`src/rtl/core/ilt_pkg.sv`:
```
// shared types and constants for the i/o request latency tracker
// depends on nothing; imported by every module of the block
package ilt_pkg;

    localparam int TABLE_DEPTH = 64;
    localparam int IDX_W       = $clog2(TABLE_DEPTH);
    localparam int KB_SHIFT    = 10;
    localparam int KB_W        = 32 - KB_SHIFT;

    // event kinds on the op field
    localparam logic [1:0] OP_QUEUE    = 2'd0;
    localparam logic [1:0] OP_MERGE    = 2'd1;
    localparam logic [1:0] OP_ISSUE    = 2'd2;
    localparam logic [1:0] OP_COMPLETE = 2'd3;

    // result status codes
    localparam logic [2:0] ST_OK      = 3'd0;
    localparam logic [2:0] ST_OFF     = 3'd1;
    localparam logic [2:0] ST_MISSING = 3'd2;
    localparam logic [2:0] ST_COLLIDE = 3'd3;
    localparam logic [2:0] ST_FULL    = 3'd4;

    // classified commands passed from front to back
    localparam logic [2:0] CMD_OFF      = 3'd0;
    localparam logic [2:0] CMD_QUEUE    = 3'd1;
    localparam logic [2:0] CMD_MERGE    = 3'd2;
    localparam logic [2:0] CMD_ISSUE    = 3'd3;
    localparam logic [2:0] CMD_COMPLETE = 3'd4;

    // configuration register word indexes
    localparam logic REG_TRACK = 1'b0;

    typedef struct packed {
        logic [2:0]      cmd;
        logic [63:0]     key;
        logic [KB_W-1:0] kb;
        logic [63:0]     stamp;
    } cmd_t;

    typedef struct packed {
        logic [63:0] latency;
        logic        latency_valid;
        logic [2:0]  status;
    } res_t;

endpackage

```
`src/rtl/core/ilt_cmd_queue.sv`:
```
// two-entry queue of classified commands between front and back
// depends on ilt_pkg
module ilt_cmd_queue (
    input  logic          clk,
    input  logic          rst_n,
    input  logic          wr,
    input  ilt_pkg::cmd_t wr_data,
    output logic          q_full,
    input  logic          rd,
    output logic          q_empty,
    output ilt_pkg::cmd_t rd_data
);
    import ilt_pkg::*;

    cmd_t       slot_reg [2];
    logic       wr_ptr_reg, wr_ptr_next;
    logic       rd_ptr_reg, rd_ptr_next;
    logic [1:0] count_reg, count_next;
    logic       do_wr, do_rd;

    assign q_full  = (count_reg == 2'd2);
    assign q_empty = (count_reg == 2'd0);
    assign do_wr   = wr && !q_full;
    assign do_rd   = rd && !q_empty;
    assign rd_data = slot_reg[rd_ptr_reg];

    always_comb
    begin
        wr_ptr_next = wr_ptr_reg ^ do_wr;
        rd_ptr_next = rd_ptr_reg ^ do_rd;
        count_next  = count_reg + {1'b0, do_wr} - {1'b0, do_rd};
    end

    always_ff @(posedge clk or negedge rst_n)
    begin
        if (!rst_n)
        begin
            wr_ptr_reg <= 1'b0;
            rd_ptr_reg <= 1'b0;
            count_reg  <= 2'd0;
        end
        else
        begin
            wr_ptr_reg <= wr_ptr_next;
            rd_ptr_reg <= rd_ptr_next;
            count_reg  <= count_next;
        end
    end

    always_ff @(posedge clk)
    begin
        if (do_wr)
        begin
            slot_reg[wr_ptr_reg] <= wr_data;
        end
    end

endmodule

```
`config.mk`:
```
export PLATFORM = sky130hd
export DESIGN_NAME = ilt_cmd_queue
export DESIGN_NICKNAME = d
export VERILOG_FILES = /design/src/rtl/core/ilt_pkg.sv /design/src/rtl/core/ilt_cmd_queue.sv
export SDC_FILE = /design/constraint.sdc
export NUM_CORES = 1
export LEC_CHECK = 0
export BUFFER_PORTS_ARGS = -buffer_cell sky130_fd_sc_hd__buf_4
export CELL_PAD_IN_SITES_DETAIL_PLACEMENT = 1
export CELL_PAD_IN_SITES_GLOBAL_PLACEMENT = 1
export CORE_MARGIN = 10
export CORE_UTILIZATION = 44
export CTS_CLUSTER_SIZE = 14
export DETAILED_ROUTE_END_ITERATION = 7
export PLACE_DENSITY_LB_ADDON = 0.12
export REMOVE_ABC_BUFFERS = 1
export SLEW_MARGIN = 0
export SYNTH_ARGS = -nofsm -noshare
export SYNTH_HDL_FRONTEND = slang
export SYNTH_SLANG_ARGS = --single-unit
export TNS_END_PERCENT = 50
```
`constraint.sdc`:
```
create_clock -name clk -period 6.9 [get_ports clk]
set_clock_uncertainty 0.1 [all_clocks]
set_input_delay 0 -clock clk [delete_from_list [all_inputs] [get_ports clk]]
set_output_delay 0 -clock clk [all_outputs]
set_load 0.01 [all_outputs]
```
# Word level (Yosys, flattened, before mapping)
# Memories as Yosys holds them, arrays and structs flattened.
# Cells that the tools add are included.
# word_totals
mem_bits_rw,306
word_cells,16
regBits,4
output_inout_bits,155
mem_count,1
in_bits,157
# memory_table
name,words,width,read_ports,rd_clocked_by_memory_dff,write_ports,line_no,source
slot_reg,2,153,1,0,1,ilt_cmd_queue.sv:15,cmd_t slot_reg [2];
# classes
bitwise,2
n_addsub,2
n_reduce_logical,5
n_eq_ne,1
n_mux,2
# ops
op,count
$add A2 B1 Y2,1
$eq A2 B2 Y1 const B,1
$logic_and A1 B1 Y1,2
$logic_not A1 Y1,2
$logic_not A2 Y1,1
$mux W1,2
$sub A2 B1 Y2,1
$xor A1 B1 Y1,2

# Longest topological paths before layout
# logic_depth
ltp_word,5
ltp_mapped,7
mapped_depth_nobuf,7

# Worst setup path after synthesis
# Ideal clock, no wire load.
# synth_timing
kind,reg2reg
startpoint,register count_reg[1]
endpoint,memory slot_reg[1][0] (netlist name) (enable)
path_buffers,0
t_required_ns,6.268
arrival_time_ns,4.213
path_slack_ns,2.055
synth_period_minus_slack_ns,4.845
path_stages_with_launch,4
setup_time_ns,0.532
path_cell_list,dfrtp_1 nand2b_1 and2_1 ha_1
# synth_between
elab_chain_cells,5
# synth_lines
element,line_no,source
start: declaration,ilt_cmd_queue.sv:18,"logic [1:0] count_reg, count_next;"
start signal: assignment,ilt_cmd_queue.sv:46,count_reg <= count_next;
$eq A2 B2 Y1,ilt_cmd_queue.sv:21,assign q_full = (count_reg == 2'd2);
$logic_not A1 Y1,ilt_cmd_queue.sv:23,assign do_wr = wr && !q_full;
$logic_and A1 B1 Y1,ilt_cmd_queue.sv:23,
$mux W1,ilt_cmd_queue.sv:52,if (do_wr)
$mux W1 (not written as such),ilt_cmd_queue.sv:54,slot_reg[wr_ptr_reg] <= wr_data;
end: declaration,ilt_cmd_queue.sv:15,
# No other way between the ends.

# Worst setup path in the final report
# layout_timing
startpoint,register count_reg[1]
endpoint,memory slot_reg[1][93] (netlist name) (enable)
# The elaborated chain is that of the path after synthesis.

==> key figures <==
Setup path
  – Largest driver fanout on the critical path: 85
  – Launch instance of the worst register-to-register path: count_reg[1]
  – Data arrival at the endpoint of the critical path: 3230 ps
  – Buffers & Inverters on Critical Path: 1
  – Worst EP required: 6900 ps
  – List of cells traversed by the critical path: nand2b_1 > and2_1 > ha_4 > buf_4
  – CP max-delay cell: sky130_fd_sc_hd__buf_4
  – Critical Path Sink Type: flip-flop
  – Slack of the worst reg-to-reg path: 3680 ps
  – Reg-to-reg critical path endpoint: slot_reg[1][93]
  – Type of the worst setup path: reg2reg
  – Top cell family by delay on the critical path: buffers and inverters
  – Sort of element at the start of the critical path: flip-flop
  – Highest cell delay on the worst timing path: 1000 ps
  – Depth of the worst register-to-register path: 4

Placement
  – Area post-placement: 0.01417 mm²
  – RePlAce Congestion: 0.7387
  – Count of port buffers added during placement: 311
  – Detailed placer's ending HPWL: 18870 µm

CTS
  – Later-pin clock latency in the skew report: 490 ps
  – Number of setup buffers added after CTS: 0
  – Clock Root Buffer: sky130_fd_sc_hd__clkbuf_16
  – CTS tree: yes
  – Htree depth: 2
  – Total number of clock tree sinks: 310
  – Max Root-Sink Buffers: 3
  – CTS clk-pin slew, worst paths: 70 ps
  – Number of CTS-inserted buffers: 34

Global route
  – Congestion Overflow GR: 0
  – Number of antenna violations at the first check in global routing: 4
  – Wire length of the first global-routing pass: 45480 µm
  – Global-route total usage across every layer: 0.1777
  – Via count of the first global-routing pass: 7444
  – Pin count of the biggest net entering global routing: 87

Power and ir drop
  – Total chip power: 0.006639 W
  – VDD IR-drop max: 0.2458 mV
  – Power per standard cell area: 395.9 mW/mm²
  – Static Leak: 6.490 nW

Finish
  – Nets: 1148
  – Area added between synthesis and finish: 45.93%
  – Filler cells: 2212
  – Commonest non-fill, non-tap cells in the layout: sky130_fd_sc_hd__buf_4, sky130_fd_sc_hd__edfxtp_1, sky130_fd_sc_hd__dlygate4sd3_1
  – Post-layout instance area: 0.01677 mm²
  – Number of flip-flops under the largest register name: 306
  – Commonest non-fill, non-tap cell in the layout: sky130_fd_sc_hd__buf_4
  – Seq. cell area: 0.009293 mm²
  – Combined area of the multi-input logic cells: 0.002077 mm²
  – Share of final-layout standard cells stronger than drive strength 1: 0.5089

Logic synthesis
  – Post-synthesis average cell area: 23.17 µm²
  – Synthesized-area fraction occupied by xor and xnor cells: 0.002287
  – Unique cell type count in the Yosys netlist: 15
  – Main combinational cell family by area after synthesis: multiplexers
  – Number of flip-flops and latches in the synthesized netlist: 310
  – Post-synthesis adder-cell area fraction: 0.004355
  – Compound-Gate Fraction of Synth Area: 0.0006533
  – Part of the Yosys area used for sequential elements: 0.8084
  – Count of yosys warnings during synthesis: 0
  – Post-synthesis cell count: 496
  – Mux cell area share after synthesis: 0.1695
  – Mapped Area: 0.01149 mm²
  – Simple-gate share of the synthesized area: 0.001742

STA
  – Shortest period the worst path allows: 3222 ps
  – Final TNS setup: 0 ps
  – FMAX: 310.4 MHz
  – Ratio of final minimum period to clock period: 0.4669
  – Endpoints failing hold: 0
  – WHS: 124.0 ps
  – Final slew viol count: 0
  – Measured slew at the worst slew-check pin: 1171 ps
  – Final setup vio count: 0
  – Worst-case headroom to the max-slew limit: 0.2191
  – Setup repair after global routing missed its margin: no

Min path
  – End point of the most critical hold path: slot_reg[1][30]
  – Type of the worst min-delay path: in2reg
  – Cell depth of the worst hold path: 2
  – Startpoint of the most critical hold path: wr_data[30]

Die
  – Die area: 0.03298 mm²
  – Die Span Y: 181.6 µm
  – Io pins: 312
  – X dimension of the die: 181.6 µm
  – Core Region: 0.02591 mm²
  – Starting Density: 0.4435
  – # rows: 59

Routing
  – Antenna Violating Nets Remaining: 0
  – Number of DRC markers after the initial detailed-route iteration: 356
  – Final routed wirelength across all metal layers: 30720 µm
  – Number of DRC violations after detailed routing: 0
  – Count of vias placed by the detailed router: 6491
  – Via/cell ratio: 4.808
  – Detailed-routing iteration count for the pre-antenna-repair pass: 6
  – Avg WL per Cell: 22.75 µm

Flow run
  – Max-cap violation count: 0

Outcome
  – Run status: complete, no violations
-- worst max-delay path by stage --
| stage | slack (ps) | startpoint | cells after the start | to |
|---|---|---|---|---|
| final | 3680 | count_reg[1] | 4 | slot_reg[1][93] |
| after global routing | 3400 | count_reg[0] | 4 | slot_reg[1][93] |
| after CTS | 3600 | count_reg[0] | 4 | slot_reg[1][86] |
| after detailed placement | 3600 | count_reg[0] | 4 | slot_reg[1][125] |
| after global placement | 3700 | count_reg[0] | 4 | slot_reg[1][148] |
| after floorplan | 1950 | rd_ptr_reg | 1 | rd_data[0] |
-- repair_timing --
item,CTS,global route
hold endpoints to repair,314,0
hold buffers,157,0
resized for setup,0,0
-- cell families (layout without fill, tap and decap cells) --
family / count (synthesis) / count (layout)
mux: 153 / 153
fa+ha+maj: 4 / 4
buf+inv: 21 / 535
compound gates: 1 / 1
other cells: 0 / 5
flops: 310 / 310
simple gates: 4 / 4
xor+xnor: 3 / 3
-- synth_stat cells --
| master | number | area (µm²) |
|---|---|---|
| sky130_fd_sc_hd__o21a_1 | 1 | 7.510 |
| sky130_fd_sc_hd__nand2_1 | 1 | 3.750 |
| sky130_fd_sc_hd__and2_1 | 1 | 6.260 |
| sky130_fd_sc_hd__buf_6 | 8 | 90.09 |
| sky130_fd_sc_hd__mux2_4 | 60 | 900.9 |
| sky130_fd_sc_hd__xnor2_1 | 2 | 17.52 |
| sky130_fd_sc_hd__inv_1 | 4 | 15.01 |
| sky130_fd_sc_hd__nand2b_1 | 1 | 6.260 |
| sky130_fd_sc_hd__mux2_2 | 93 | 1047 |
| sky130_fd_sc_hd__buf_2 | 9 | 45.04 |
| sky130_fd_sc_hd__dfrtp_1 | 4 | 100.1 |
| sky130_fd_sc_hd__xor2_1 | 1 | 8.760 |
| sky130_fd_sc_hd__edfxtp_1 | 306 | 9189 |
| sky130_fd_sc_hd__nor2_1 | 1 | 3.750 |
| sky130_fd_sc_hd__ha_1 | 4 | 50.05 |
-- metrics by stage --
stage | instances | worst slack, ps | util
after detailed placement | 1129 | 3596 | 0.5468
after global placement | 1129 | 3704 | 0.5468
final | 1350 | 3678 | 0.6472
after global routing | 1349 | 3402 | 0.6471
after floorplan | 479 | 1953 | -
after CTS | 1345 | 3600 | 0.6467
-- routing by layer --
layer | GRT usage | routed length, µm | part of all wire
met5 | 0 | 0 | 0
met4 | 0.04653 | 513 | 0.017
met3 | 0.05487 | 2228 | 0.073
met2 | 0.3201 | 16400 | 0.53
met1 | 0.1993 | 11570 | 0.38
-- area by class of cell --
cell class	instances	share of cell area
antenna	5	0.0007462
tap	335	0.02500
sequential	310	0.5542
timing repair buffer	472	0.2347
inverter	4	0.0008954
clock inverter	12	0.003134
clock buffer	47	0.05745
multi-input combinational	165	0.1239
-- where the power goes --
part           switching, W  internal (W)
Sequential         0.000175       0.00259
Clock              0.000682      0.000972
Combinational       0.00106       0.00117
Note: power is estimated with default switching activity, not from simulation.
