### src/rtl/core/ilt_pkg.sv
// shared types and constants for the i/o request latency tracker
// depends on nothing; imported by every module of the block
package ilt_pkg;

    localparam int TABLE_DEPTH = 64;
    localparam int IDX_W       = $clog2(TABLE_DEPTH);
    localparam int KB_SHIFT    = 10;
    localparam int KB_W        = 32 - KB_SHIFT;

    // event kinds on the op field
    localparam logic [1:0] OP_QUEUE    = 2'd0;
    localparam logic [1:0] OP_MERGE    = 2'd1;
    localparam logic [1:0] OP_ISSUE    = 2'd2;
    localparam logic [1:0] OP_COMPLETE = 2'd3;

    // result status codes
    localparam logic [2:0] ST_OK      = 3'd0;
    localparam logic [2:0] ST_OFF     = 3'd1;
    localparam logic [2:0] ST_MISSING = 3'd2;
    localparam logic [2:0] ST_COLLIDE = 3'd3;
    localparam logic [2:0] ST_FULL    = 3'd4;

    // classified commands passed from front to back
    localparam logic [2:0] CMD_OFF      = 3'd0;
    localparam logic [2:0] CMD_QUEUE    = 3'd1;
    localparam logic [2:0] CMD_MERGE    = 3'd2;
    localparam logic [2:0] CMD_ISSUE    = 3'd3;
    localparam logic [2:0] CMD_COMPLETE = 3'd4;

    // configuration register word indexes
    localparam logic REG_TRACK = 1'b0;

    typedef struct packed {
        logic [2:0]      cmd;
        logic [63:0]     key;
        logic [KB_W-1:0] kb;
        logic [63:0]     stamp;
    } cmd_t;

    typedef struct packed {
        logic [63:0] latency;
        logic        latency_valid;
        logic [2:0]  status;
    } res_t;

endpackage

### src/rtl/core/ilt_front.sv
// front end: takes trace words, classifies them and forms the lookup key
// depends on ilt_pkg; feeds ilt_cmd_queue
module ilt_front (
    input  logic          clk,
    input  logic          rst_n,
    input  logic          push,
    output logic          full,
    input  logic [1:0]    op,
    input  logic [63:0]   start_sector,
    input  logic [31:0]   byte_count,
    input  logic [63:0]   event_time,
    input  logic          fs_class,
    input  logic          tracking_enable,
    input  logic          q_full,
    output logic          q_push,
    output ilt_pkg::cmd_t q_data
);
    import ilt_pkg::*;

    logic            held_valid_reg, held_valid_next;
    logic [2:0]      cmd_reg;
    logic [63:0]     sector_reg;
    logic [KB_W-1:0] kb_reg;
    logic [63:0]     stamp_reg;
    logic [2:0]      cmd_in;
    logic            accept;

    always_comb
    begin
        if (!tracking_enable)
        begin
            cmd_in = CMD_OFF;
        end
        else
        begin
            unique case (op)
                OP_QUEUE:    cmd_in = CMD_QUEUE;
                OP_MERGE:    cmd_in = fs_class ? CMD_MERGE : CMD_OFF;
                OP_ISSUE:    cmd_in = fs_class ? CMD_ISSUE : CMD_OFF;
                OP_COMPLETE: cmd_in = fs_class ? CMD_COMPLETE : CMD_OFF;
                default:     cmd_in = CMD_OFF;
            endcase
        end
    end

    assign full   = held_valid_reg && q_full;
    assign accept = push && !full;
    assign q_push = held_valid_reg && !q_full;

    always_comb
    begin
        held_valid_next = held_valid_reg;
        if (accept)
        begin
            held_valid_next = 1'b1;
        end
        else if (q_push)
        begin
            held_valid_next = 1'b0;
        end
    end

    // merge looks up sector minus size in kilobytes
    always_comb
    begin
        q_data.cmd   = cmd_reg;
        q_data.kb    = kb_reg;
        q_data.stamp = stamp_reg;
        if (cmd_reg == CMD_MERGE)
        begin
            q_data.key = sector_reg - {{(64-KB_W){1'b0}}, kb_reg};
        end
        else
        begin
            q_data.key = sector_reg;
        end
    end

    always_ff @(posedge clk or negedge rst_n)
    begin
        if (!rst_n)
        begin
            held_valid_reg <= 1'b0;
        end
        else
        begin
            held_valid_reg <= held_valid_next;
        end
    end

    always_ff @(posedge clk)
    begin
        if (accept)
        begin
            cmd_reg    <= cmd_in;
            sector_reg <= start_sector;
            kb_reg     <= byte_count[31:KB_SHIFT];
            stamp_reg  <= event_time;
        end
    end

endmodule

### config.mk
export PLATFORM = sky130hd
export DESIGN_NAME = ilt_front
export DESIGN_NICKNAME = d
export VERILOG_FILES = /design/src/rtl/core/ilt_pkg.sv /design/src/rtl/core/ilt_front.sv
export SDC_FILE = /design/constraint.sdc
export NUM_CORES = 1
export LEC_CHECK = 0
export BUFFER_PORTS_ARGS = -buffer_cell sky130_fd_sc_hd__buf_4
export CORE_MARGIN = 3
export CORE_UTILIZATION = 51
export DETAILED_ROUTE_END_ITERATION = 8
export MAX_ROUTING_LAYER = met4
export PLACE_DENSITY = 0.88
export SYNTH_ARGS = -nofsm -noshare
export SYNTH_HDL_FRONTEND = slang
export SYNTH_SLANG_ARGS = --single-unit
### constraint.sdc
create_clock -name clk -period 23.6 [get_ports clk]
set_input_delay 2.36 -clock clk [delete_from_list [all_inputs] [get_ports clk]]
set_output_delay 2.36 -clock clk [all_outputs]
set_load 0.01 [all_outputs]
* Word-level counts from Yosys, hierarchy flattened
Cells that the tools add are included.
** Storage, ports and cells
- Word-level logic and storage cells :: 24
- Bits of input ports :: 168
- Flip-flop bits (word level) :: 154
** Operators by class
- $add $sub $neg :: 1
- Muxes and demuxes :: 7
- Eq/ne operators :: 4
- Reductions and logical operators :: 7
** Operator list (count)
- $mux W64 :: 1
- $sub A64 B22 Y64 :: 1
- $pmux W3 S4 :: 1
- $eq A2 B2 Y1 const B :: 2
- $mux W2 :: 2
- $eq A3 B2 Y1 const B :: 1
- $logic_and A1 B1 Y1 :: 3
- $mux W3 :: 1
- $eq A2 B1 Y1 const B :: 1
- $logic_not A1 Y1 :: 2
- $logic_not A2 Y1 :: 1
- $mux W1 :: 2
- $reduce_bool A2 Y1 :: 1

* Logic depth before layout (Yosys ltp)
Gate-level depths: netlist of the first run.
- Word-level depth :: 4
- Gate-level depth with buffers :: 11
- Mapped depth without buffers :: 10

* Least setup slack after synthesis of the first run
Ideal clock, no wire load.
- Path type :: input port to flip-flop
- Start point :: input q_full
- End point :: register cmd_reg[0], enable pin
- Stages on the path :: 2
- Arrival time :: 9.294 ns
- Required time :: 22.915 ns
- Path slack :: 13.621 ns
- Path buffers :: 0
- Setup time :: 0.685 ns
- Cells stage by stage :: and2_1 -> nor2b_1
** On the way
- Word-level cells in the longest chain between the ends :: 3
** RTL lines
- start, declared :: RTL line ilt_front.sv:14 : input logic q_full,
- $logic_and A1 B1 Y1 :: RTL line ilt_front.sv:46 : assign full = held_valid_reg && q_full;
- $logic_not A1 Y1 :: RTL line ilt_front.sv:47 : assign accept = push && !full;
- $logic_and A1 B1 Y1 :: RTL line ilt_front.sv:47
- net accept :: RTL line ilt_front.sv:26 : logic accept;
- end signal, assigned :: RTL line ilt_front.sv:95 : cmd_reg <= cmd_in;
- end, declared :: RTL line ilt_front.sv:21 : logic [2:0] cmd_reg;
The timed path passes the listed nets, and every way through them passes these cells.
A chain may end at the register's enable or synchronous reset.

==> run summary, run 1 <==
The die covers about 0.015 sq mm. After clock tree synthesis, the clock-pin slew on the worst setup and hold paths is ~0.060 ns. The count of cells along the worst register-to-register path came out at 4. The count of buffers from port buffering is 312. The overall via count from detail_route came out at slightly below 6,000. Of the total power, the share spent switching nets is 0.2502. In this run the worst hold path is classified as flip-flop to flip-flop. The first detailed-routing pass took 5 iterations. The max capacitance violation total is 0. The layout cell share with drive strength beyond 1 is 0.4004.

After floorplanning, the core was divided into 42 placement rows. The wire length of the first global-routing pass is ~30,000 um. The total chip power is around 0.00069 W. The per-instance average area after synthesis came out at roughly 13 sq um. The number of DRC violations after detailed-routing iteration 0 is approximately 510. The level count of the clock H-tree is 4. The combinational fraction of design power came out at 0.154. The worst path required time came out at ~21 ns. The number of distinct library cells after synthesis came out at 54. The number of register bits inferred by synthesis is about 150. Along the worst hold path, the cell count comes to 2. The ratio of routed vias to standard cells is 5.531. The post-synthesis adder-cell area fraction is 0.04145. In this run the cell area measured after placement is approximately 0.0097 sq mm.

The multi-input gate area in the final layout is between 0.002 and 0.0025 sq mm. The number of warnings printed during yosys synthesis is 0. The count of fill cells added during filler insertion is between 800 and 900. The layout net count came out at 1,067. The count of clock tree sinks is ~150.

The insertion delay of the later-clocked pin in the worst-skew pair is 0.43 ns. The number of max-slew violations in the final report is 0. The count of placed standard cells including taps came out at between 1,000 and 1,500. The final critical-path required period is slightly above 6 ns. The share of total power dissipated in the clock network is 0.372.

The maximum clock skew at final layout is just over 0.009 ns. After routing the design area is between 0.01 and 0.015 sq mm. The most used flip-flop cell after synthesis is edfxtp_1. Setup repair after global routing left no endpoint under its margin.

The signal on the critical path passes through or3b_2 > nor3_1 > and3_1 > nand2_1 > nor2_1 > nand4_1 > xnor2_1 > buf_4. The register area came out at roughly 0.0046 sq mm. Yosys instantiated no cell more often than edfxtp_1.

Of the available clock period, the critical path in the final layout requires 0.2564. The area of the mapped netlist came out at just over 0.007 sq mm. The family with the most delay on the worst path is simple AND/OR/NAND/NOR gates. The post-DP HPWL came out at 16,110 um. The core region is roughly 0.013 sq mm. The run finished with clean final reports. The worst pin sits at a relative slew slack of 0.4172. In the final routed layout, each cell accounts on average for 19.81 um. The count of placed standard cells in the final layout, fillers left out is 1,065. The net count after synthesis is 743.

The largest family of logic cells by synthesized area is simple AND/OR/NAND/NOR gates. The final sum of negative setup slack came out at 0 ns. The post-synthesis simple-gate area fraction came out at 0.1398.

The type of destination of the critical path is a primary output. The die extent in x is 124.2 um. The peak per-stage delay on the critical path is approximately 0.83 ns.

Across the VDD grid, the largest voltage drop is 0.00006227 V. The die height came out at roughly 120 um. The proportion of register bits with asynchronous set or reset after synthesis is 0.006494.

The largest driver fanout on the critical path is 47. The number of primary I/O pins is 323. Of the total synthesized cell area, the portion taken by XOR and XNOR cells is 0.07623.

Summed over all layers, the global routing overflow is 0. Counting buffers and inverters, the worst setup path is 8 cells deep. The final hold violation count came out at 0. The final number of setup-violating endpoints came out at 0. The slew at the pin closest to its max-slew limit came out at 0.8742 ns. The cell at the root of the clock tree is clkbuf_16. The number of synthesized flops with an enable pin is 153. The antenna diode instance count is 0. For this run, design rule violations remaining after detail routing come to 0. The synthesis-to-finish area growth is 43.61%.

In the global route stage, overall resource usage came out at 0.2755. TritonCTS built the clock tree. The hold buffer count at cts is 0. The initial core utilization came out at 0.5295.

Entering global routing, the biggest net connects 56 pins. The number of antenna violations at the first check in global routing is 0. The count of mapped cells out of synthesis is 552. The number of gates resized after CTS was 0.

The total setup buffers inserted after CTS is 0. The count of buffer and inverter cells on the critical path is 1. The number of global-route vias before repair is roughly 5,800.

The sequential group share of total power is 0.474. The slowest stage of the critical path belongs to the cell or3b_2. Ranked by instance count, the synthesized netlist is headed by edfxtp_1 (153), nand2_1 (51), xnor2_1 (50), o21ai_0 (37), nor2_1 (33).

The maximum frequency from static timing analysis is ~170 MHz. The portion of the post-synthesis area used by sequential elements came out at 0.6485. Yosys attributes the largest share of cell area to edfxtp_1 (65%), xnor2_1 (6.1%), ha_1 (3.9%).

The number of nets with antenna violations after routing came out at 0. The number of buffers created by CTS came out at 17. The biggest area contributor in the post-synthesis netlist is edfxtp_1. The analysis attributes to net switching a power of ~0.00017 W. The leakage component of the power is approximately 4.2 nW. The mux contribution to synthesized area came out at 0. The routability-driven placement congestion ratio came out at ~0.88. The data arrival time of the critical path is roughly 3.7 ns. The internal portion of the total power is roughly 0.00052 W.

The wire length after detailed routing is approximately 21,000 um. Of the post-synthesis cell area, the dominant cell type holds 0.6450. The worst setup path is launched from a flip-flop. The fraction of the mapped netlist area in compound gates came out at 0.07536.

The power density over the cells came out at a little under 70 mW/mm^2. The maximum buffer depth of the clock tree is 2. The critical path is of the flip-flop to primary output type.
layout by cell type (no fill, tap or decap), types with 4 or more instances in the layout:
cell type	count
xnor2_1	50
nand2_1	51
ha_1	22
inv_6	4
edfxtp_1	153
nor2_1	33
buf_4	315
clkbuf_16	17
xor2_1	12
o21ai_0	37
nand3_1	18
inv_1	25
a21oi_1	22
nand4b_1	4
or3_1	7
nor3_1	15
nor4_1	7
nand4_1	17
and3_1	7
nor2b_1	5
o21a_1	4
nand2b_1	5
worst reg2reg max path, stage by stage, from the launching register on:
cell	delay [ns]
dfrtp_1	0.38
and2_1	0.23
nor2b_4	0.14
buf_4	0.52
buf_4	0.66
path summary, 6_finish.rpt:
check / endpoint / slack [ns] / startpoint
max: q_data[138] / 17.55 / cmd_reg[0]
min: held_valid_reg / 0.78 / held_valid_reg
max reg2reg: sector_reg[46] / 21.27 / held_valid_reg
min reg2reg: held_valid_reg / 0.78 / held_valid_reg
max in group asynchronous: held_valid_reg / 21.82 / rst_n
min in group asynchronous: held_valid_reg / 1.70 / rst_n
cell type report:
class / instances / share of cell area
Clock buffer: 20 / 0.04269
Clock inverter: 12 / 0.01137
Inverter: 25 / 0.009173
Multi-Input combinational cell: 363 / 0.2325
Sequential cell: 154 / 0.4516
Tap cell: 176 / 0.02153
Timing Repair Buffer: 315 / 0.2312
power by group through the flow:
stage               clock (W)  sequential (W)  combinational (W)
CTS                  0.000259        0.000328           0.000107
finish               0.000257        0.000328           0.000107
floorplan                   0        0.000340          0.0000444
global placement            0        0.000333           0.000103
global route         0.000271        0.000330           0.000115
detailed placement          0        0.000334           0.000106
per-layer routing:
metal | global-route usage | part of all wire | up-vias
met5 | - | 0 | -
met4 | 0.1109 | 0.031 | 0
met3 | 0.06040 | 0.067 | 47
met2 | 0.4726 | 0.54 | 308
met1 | 0.3155 | 0.36 | 2812
li1 | - | - | 2724
metrics by stage:
step           worst slack [ns]  hold WS (ns)    util
6_report                  17.55        0.7823  0.7604
3_5_place_dp              18.06        0.7255  0.7193
3_3_place_gp              18.21        0.7120  0.7193
4_1_cts                   17.60        0.7881  0.7604
2_1_floorplan             13.62        0.6544       -
5_1_grt                   17.31        0.8160  0.7604
cell families after synthesis:
family | Yosys count
and+or+nand+nor | 189
DFF | 154
AOI/OAI and AO/OA | 89
xor gates and xnor gates | 62
buffers and inverters | 35
adders and majority gates | 23
(Power assumes the default switching activity.)
==> run 2, diff against run 1 <==
ABC_AREA = 1   (was not set)
CORE_UTILIZATION = 50   (was 51)
PLACE_DENSITY = 0.83   (was 0.88)
clock period = 6.27 ns   (was 23.6 ns; I/O delays follow)
==> run summary, run 2 <==
The total number of placement rows is 46 (+9.5%). The maximum buffer depth of the clock tree is 2 (unchanged). The area inside the core boundary is 0.01617 sq mm (+20%). The clock-pin transition on the worst setup and hold timing paths came out at 0.07 ns (about the same). Ranked by instance count, the synthesized netlist is headed by nand2_1 (281), edfxtp_1 (153), inv_1 (142), nor2_1 (125), nand3_1 (36). The slew at the pin closest to its max-slew limit came out at 0.8937 ns (+0.01950 ns). The total chip power came out at 0.002736 W (+300%). The routability-driven placement congestion ratio was 0.9342 (+5.6%).

The maximum clock skew at final layout is 0.01168 ns (+0.002402 ns). The proportion of netlist area held by the largest area contributor came out at 0.5461 (-0.09890). The worst setup path is captured at a primary output. The remaining global-route overflow came out at 0 (unchanged). The synthesis-to-finish area growth is 38.19%. The initial core utilization is 0.5202 (-0.009291).

The data arrival time of the critical path is 2.84 ns (-0.85 ns). The library cell used most frequently in the layout, excluding fill and tap cells, is buf_4. The number of primary I/O pins came to 323 (unchanged). The antenna diode instance count is 0 (unchanged).

The worst path required time came to 5.64 ns (-15.60 ns). The total setup buffers inserted after CTS is 0 (unchanged). The final worst slack is 2.806 ns (-14.74 ns). The die extent in x is 135.7 um (+9.3%).

The number of nets with antenna violations after routing came out at 0 (unchanged). The largest net degree at the start of global routing came out at 61 (+8.9%). The synthesized design spends more area on one cell type than any other, namely edfxtp_1.

The number of DRC violations after detailed-routing iteration 0 is 445 (-12%). Based on the critical path, the design can be clocked at up to 288.7 MHz. The number of warnings printed during yosys synthesis came out at 0 (unchanged). The largest driver fanout on the critical path came out at 56 (+19%).

The routed design could run at a clock period as short as between 3 and 4 ns. The final sum of negative setup slack is 0 ns (unchanged). The number of buffers created by CTS is 17 (unchanged).

The run finished with clean final reports. The worst-case headroom to the max-slew limit came to 0.4033 (-0.01387). The layout cell share with drive strength beyond 1 came out at 0.3085 (-0.09192). The slowest stage of the critical path is the edfxtp_1 cell. The global-route usage over all layers is 0.2949 (+0.01941).

The leakage component of the power is 5.291 nW (+25%). The number of antenna violations at the first check in global routing came out at 0 (unchanged). The portion of the post-synthesis area used by sequential elements came out at 0.5491 (-0.09944). The count of clock tree sinks was 154 (unchanged). Setup repair after global routing left no endpoint under its margin. The ratio of routed vias to standard cells came out at 5.056 (-8.6%). The top cell types in the final layout, fill and taps aside, are buf_4 (316), nand2_1 (281), edfxtp_1 (153).

The wire length of the first global-routing pass came out at 39,810 um (+32%). The count of buffers from port buffering came out at 312 (unchanged). The number of gates given a new drive strength after cts came out at 0 (unchanged). The max capacitance violation total came out at 0 (unchanged). The net count after synthesis is 1,140 (+53%).

The peak per-stage delay on the critical path is 0.41 ns (-0.42 ns). The power density over the cells is 235.4 mW/mm^2 (+250%). The number of synthesized flops with an enable pin is 153 (unchanged).

The layout net count is 1,468 (+38%). The final hold violation count was 0 (unchanged). The critical path goes through nor3_2 > buf_4 > inv_2 > nor3_2 > nand4_2 > inv_2 > nand3_1 > nand2_1 > nand2_1 > buf_4. The die outline area came out at 0.01842 sq mm (+19%). The number of register bits inferred by synthesis is 154 (unchanged). The wire length after detailed routing came out at 26,410 um (+25%).

The final number of setup-violating endpoints is 0 (unchanged). The number of remaining DRC errors came to 0 (unchanged). The number of max-slew violations in the final report was 0 (unchanged). The pre-CTS setup slack is 3.296 ns (-14.77 ns). The type of the worst setup path is flip-flop to primary output. The number of distinct library cells after synthesis was 35 (-35%). The primary flip-flop cell chosen by synthesis mapping is edfxtp_1.

The total iterations of the first detailed-routing run came out at 5 (unchanged). The die height is 135.7 um (+9.3%). By instance count, the leading cell after synthesis is nand2_1.

The per-instance average area after synthesis is 8.865 sq um (-31%). The insertion delay of the later-clocked pin in the worst-skew pair came out at 0.43 ns (about the same). The post-DP HPWL is 21,420 um (+33%). The highest ir drop seen on vdd is 0.0002048 V (+230%).

The average wire per standard cell is 17.54 um (-11%). The overall via count from detail_route came out at 7,615 (+29%). The CTS tree is built. The cell at the root of the clock tree is clkbuf_16.

The count of mapped cells out of synthesis is 949 (+72%). The post-route fraction of the period consumed by the critical path came out at 0.5524. The number of global-route vias before repair came out at 7,716 (+33%). The area of the mapped netlist is 0.008413 sq mm (+18%).

The proportion of register bits with asynchronous set or reset after synthesis is 0.006494 (unchanged). The final hold slack was 0.3668 ns (-0.4154 ns). Yosys attributes the largest share of cell area to edfxtp_1 (55%), nand2_1 (13%), inv_1 (6.3%). The worst setup path is launched from a flip-flop. The min-delay analysis places its worst path in the category primary input to flip-flop.

The level count of the clock H-tree is 4 (unchanged).
## run 2: worst max-delay path, delay by kind of cell (launching register included)
| family | cells | cell delay [ns] |
|---|---|---|
| flip-flops | 1 | 0.41 |
| buffers and inverters | 4 | 0.99 |
| AND/OR/NAND/NOR | 6 | 0.99 |
## run 2: logic make-up (layout without fill, tap and decap cells)
family | Yosys count | in the layout | synth area share
DFF | 154 | 154 | 0.5491
xor gates and xnor gates | 38 | 38 | 0.03956
and+or+nand+nor | 528 | 528 | 0.2736
adders and majority gates | 23 | 23 | 0.03510
buffers and inverters | 157 | 498 | 0.07109
AOI/OAI and AO/OA | 49 | 49 | 0.03153
## run 2: area by class of cell
class	count	area [sq um]
Clock buffer	17	425.4
Tap cell	216	270.3
Fill cell	1250	4547
Clock inverter	15	166.4
Timing Repair Buffer	317	2382
Sequential cell	154	4619
Multi-Input combinational cell	638	3203
Inverter	149	559.3
## run 2: path summary, 6_finish.rpt
check | from | endpoint | slack (ns) | cells after the start
max | cmd_reg[0] | q_data[142] | 2.81 | 10
min in group asynchronous | rst_n | held_valid_reg | 0.54 | 2
min reg2reg | held_valid_reg | held_valid_reg | 0.60 | 2
max reg2reg | held_valid_reg | sector_reg[43] | 4.01 | 5
max in group asynchronous | rst_n | held_valid_reg | 5.64 | 2
min | event_time[62] | stamp_reg[62] | 0.37 | 1
## run 2: routing by layer
metal	vias up	track usage	part of all wire
li1	3713	-	-
met1	3507	0.3319	0.37
met2	338	0.5069	0.52
met3	57	0.07355	0.076
met4	0	0.1148	0.034
met5	-	-	0
## run 2: where the power goes
group	switching, W	total, W	internal [W]
Clock	0.000489	0.00103	0.000539
Sequential	0.0000350	0.00124	0.00120
Combinational	0.000257	0.000471	0.000214
Total	0.000781	0.00274	0.00196
## run 2: timing repair
action                                  CTS  global route
hold buffers                              1             0
hold endpoints to repair                  1             0
endpoints found under the setup margin    0             0
## run 2: through the flow
step,cell area (sq um),utilization,cells
6_report,11630,0.7189,1506
2_1_floorplan,8416,-,949
4_1_cts,11630,0.7189,1506
5_1_grt,11630,0.7189,1506
3_3_place_gp,11020,0.6816,1473
3_5_place_dp,11020,0.6816,1473
==> run 3, diff against run 2 <==
clock period = 3.3 ns   (was 6.27 ns; I/O delays follow)
==> run summary, run 3 (synthesis gave the netlist of run 2 again) <==
The number of primary I/O pins was 323 (unchanged). The cell area after placement is 0.01104 sq mm (+0.16%). The slew at the pin closest to its max-slew limit came out at 0.8895 ns (-0.004147 ns).

The average wire per standard cell is 18.15 um (+3.5%). The die outline area is 0.01842 sq mm (unchanged). The antenna diode instance count came to 0 (unchanged). The startpoint type of the worst setup path is a flip-flop.

Setup repair after global routing could not meet its margin everywhere. The largest driver fanout on the critical path is 4 (-93%). In the layout the commonest cells are buf_4 (313), nand2_1 (281), edfxtp_1 (153). The maximum clock skew at final layout is 0.01328 ns (+0.001601 ns).

The worst setup path is of the flip-flop to primary output kind. The combinational fraction of design power is 0.170 (-0.002). The min-delay analysis places its worst path in the category primary input to flip-flop.

The run finished with clean final reports. The total iterations of the first detailed-routing run is 5 (unchanged). The pre-CTS setup slack is 0.6474 ns (-2.648 ns). The portion of total power attributed to the clock network is 0.391 (+0.016). The internal portion of total power is 0.003854 W (+97%). The initial core utilization came out at 0.5202 (unchanged).

The synthesis-to-finish area growth came out at 38.98%. The number of nets with antenna violations after routing came out at 0 (unchanged). The final design area excluding fillers is 0.01169 sq mm (+0.57%). The global-route usage over all layers is 0.3042 (+0.009260). The insertion delay of the later-clocked pin in the worst-skew pair is 0.43 ns (about the same). The layout net count came out at 1,467 (-0.068%). The final worst slack is 0.1592 ns (-2.647 ns). The leakage component of the power is 5.318 nW (+0.52%). The die height was 135.7 um (unchanged).

The post-DP HPWL is 21,250 um (-0.81%). The smallest clock period supported by the final layout is computed as roughly 3.1 ns. The max capacitance violation total is 0 (unchanged). The worst path required time came out at 2.97 ns (-2.67 ns). The number of buffers created by CTS came out at 17 (unchanged). The number of remaining DRC errors is 0 (unchanged). The count of buffers from port buffering was 312 (unchanged). The total setup buffers inserted after CTS is 0 (unchanged).

The maximum frequency from static timing analysis came out at between 300 and 400 MHz. The most common cell after layout, fill and taps aside is buf_4. The level count of the clock H-tree is 4 (unchanged). The routability-driven placement congestion ratio is 0.9535 (+2.1%). The data arrival time of the critical path was 2.81 ns (-0.03 ns). The switching share of power is 0.2798 (-0.005741). TritonCTS built the clock tree. The count of fill cells added during filler insertion came out at 1,202 (-3.8%). The ratio of routed vias to standard cells is 5.041 (-0.31%).

The highest ir drop seen on vdd is 0.0004220 V (+110%). The total net switching power is 0.001497 W (+92%). The final number of setup-violating endpoints was 0 (unchanged). The wire length after detailed routing is 27,310 um (+3.4%). The worst-case headroom to the max-slew limit was 0.4061 (+0.002768). The largest net degree at the start of global routing is 88 (+44%). The number of antenna violations at the first check in global routing came out at 0 (unchanged).

The number of max-slew violations in the final report came out at 0 (unchanged). The sequential group share of total power is 0.440 (-0.012). The die extent in x came out at 135.7 um (unchanged). The cell at the root of the clock tree is clkbuf_16. STA classifies the critical path endpoint as a primary output.

The total number of placement rows came out at 46 (unchanged). The count of clock tree sinks is 154 (unchanged). The overall via count from detail_route came out at 7,586 (-0.38%). The final hold violation count is 0 (unchanged). The layout cell share with drive strength beyond 1 came out at 0.3095 (+0.001015). The area inside the core boundary came out at 0.01617 sq mm (unchanged). The wire length of the first global-routing pass was 40,760 um (+2.4%). The power density over the cells is 457.6 mW/mm^2 (+94%). The number of global-route vias before repair is 7,699 (-0.22%). The clock-pin transition on the worst setup and hold timing paths came to 0.07 ns (about the same). The maximum buffer depth of the clock tree was 2 (unchanged).

The total chip power is 0.005351 W (+96%). The post-route fraction of the period consumed by the critical path came out at 0.9518. The number of DRC violations after detailed-routing iteration 0 is 496 (+11%). The remaining global-route overflow is 0 (unchanged).
[run 3: final timing paths]
check	startpoint	end	slack, ns	cells after the start
setup reg to reg	held_valid_reg	sector_reg[6]	1.41	4
setup / recovery	kb_reg[0]	q_data[126]	0.16	14
max in group asynchronous	rst_n	held_valid_reg	2.99	2
hold reg to reg	held_valid_reg	held_valid_reg	0.58	2
min in group asynchronous	rst_n	held_valid_reg	0.23	2
hold / removal	event_time[9]	stamp_reg[9]	0.06	1
[run 3: area by class of cell]
class / instances / area (sq um) / share of cell area
sequential: 154 / 4619 / 0.3951
tap: 216 / 270.3 / 0.02311
timing repair buffer: 316 / 2400 / 0.2052
multi-input combinational: 638 / 3219 / 0.2753
clock inverter: 15 / 198.9 / 0.01701
clock buffer: 17 / 425.4 / 0.03638
inverter: 149 / 559.3 / 0.04783
[run 3: stage by stage]
step / cells / util / setup TNS, ns / hold slack [ns]
final: 1505 / 0.7230 / 0 / 0.06401
after CTS: 1505 / 0.7220 / 0 / 0.05744
after global routing: 1505 / 0.7230 / -0.04210 / 0.05144
after floorplan: 949 / - / 0 / 0.03441
after global placement: 1472 / 0.6827 / 0 / 0.1062
after detailed placement: 1472 / 0.6827 / 0 / 0.1071
[run 3: repair_timing]
item,CTS,global route
setup endpoints to repair,0,7
endpoints found under the hold margin,1,0
resized for setup,0,3
hold buffers,1,0
[run 3: critical path, stage by stage (launching register included)]
cell	delay, ns
edfxtp_1	0.40
ha_1	0.25
fa_1	0.42
inv_1	0.07
nand3_1	0.09
nand3_1	0.18
nand2_1	0.10
nand2_1	0.16
nand2_1	0.12
nand4_2	0.21
inv_2	0.08
nand2_1	0.08
nand2_1	0.06
nand2_1	0.06
buf_4	0.11
[run 3: per-layer routing]
metal,up-vias,GRT usage,part of all wire
met2,338,0.5254,0.52
met5,-,-,0
met4,0,0.09742,0.027
met1,3488,0.3535,0.38
met3,44,0.06909,0.077
li1,3716,-,-
[run 3: power by group through the flow]
stage / combinational (W) / sequential (W) / clock, W
floorplan: 0.000413 / 0.00241 / 0
global placement: 0.000879 / 0.00239 / 0
detailed placement: 0.000895 / 0.00239 / 0
CTS: 0.000907 / 0.00235 / 0.00212
global route: 0.000990 / 0.00236 / 0.00218
finish: 0.000908 / 0.00235 / 0.00209
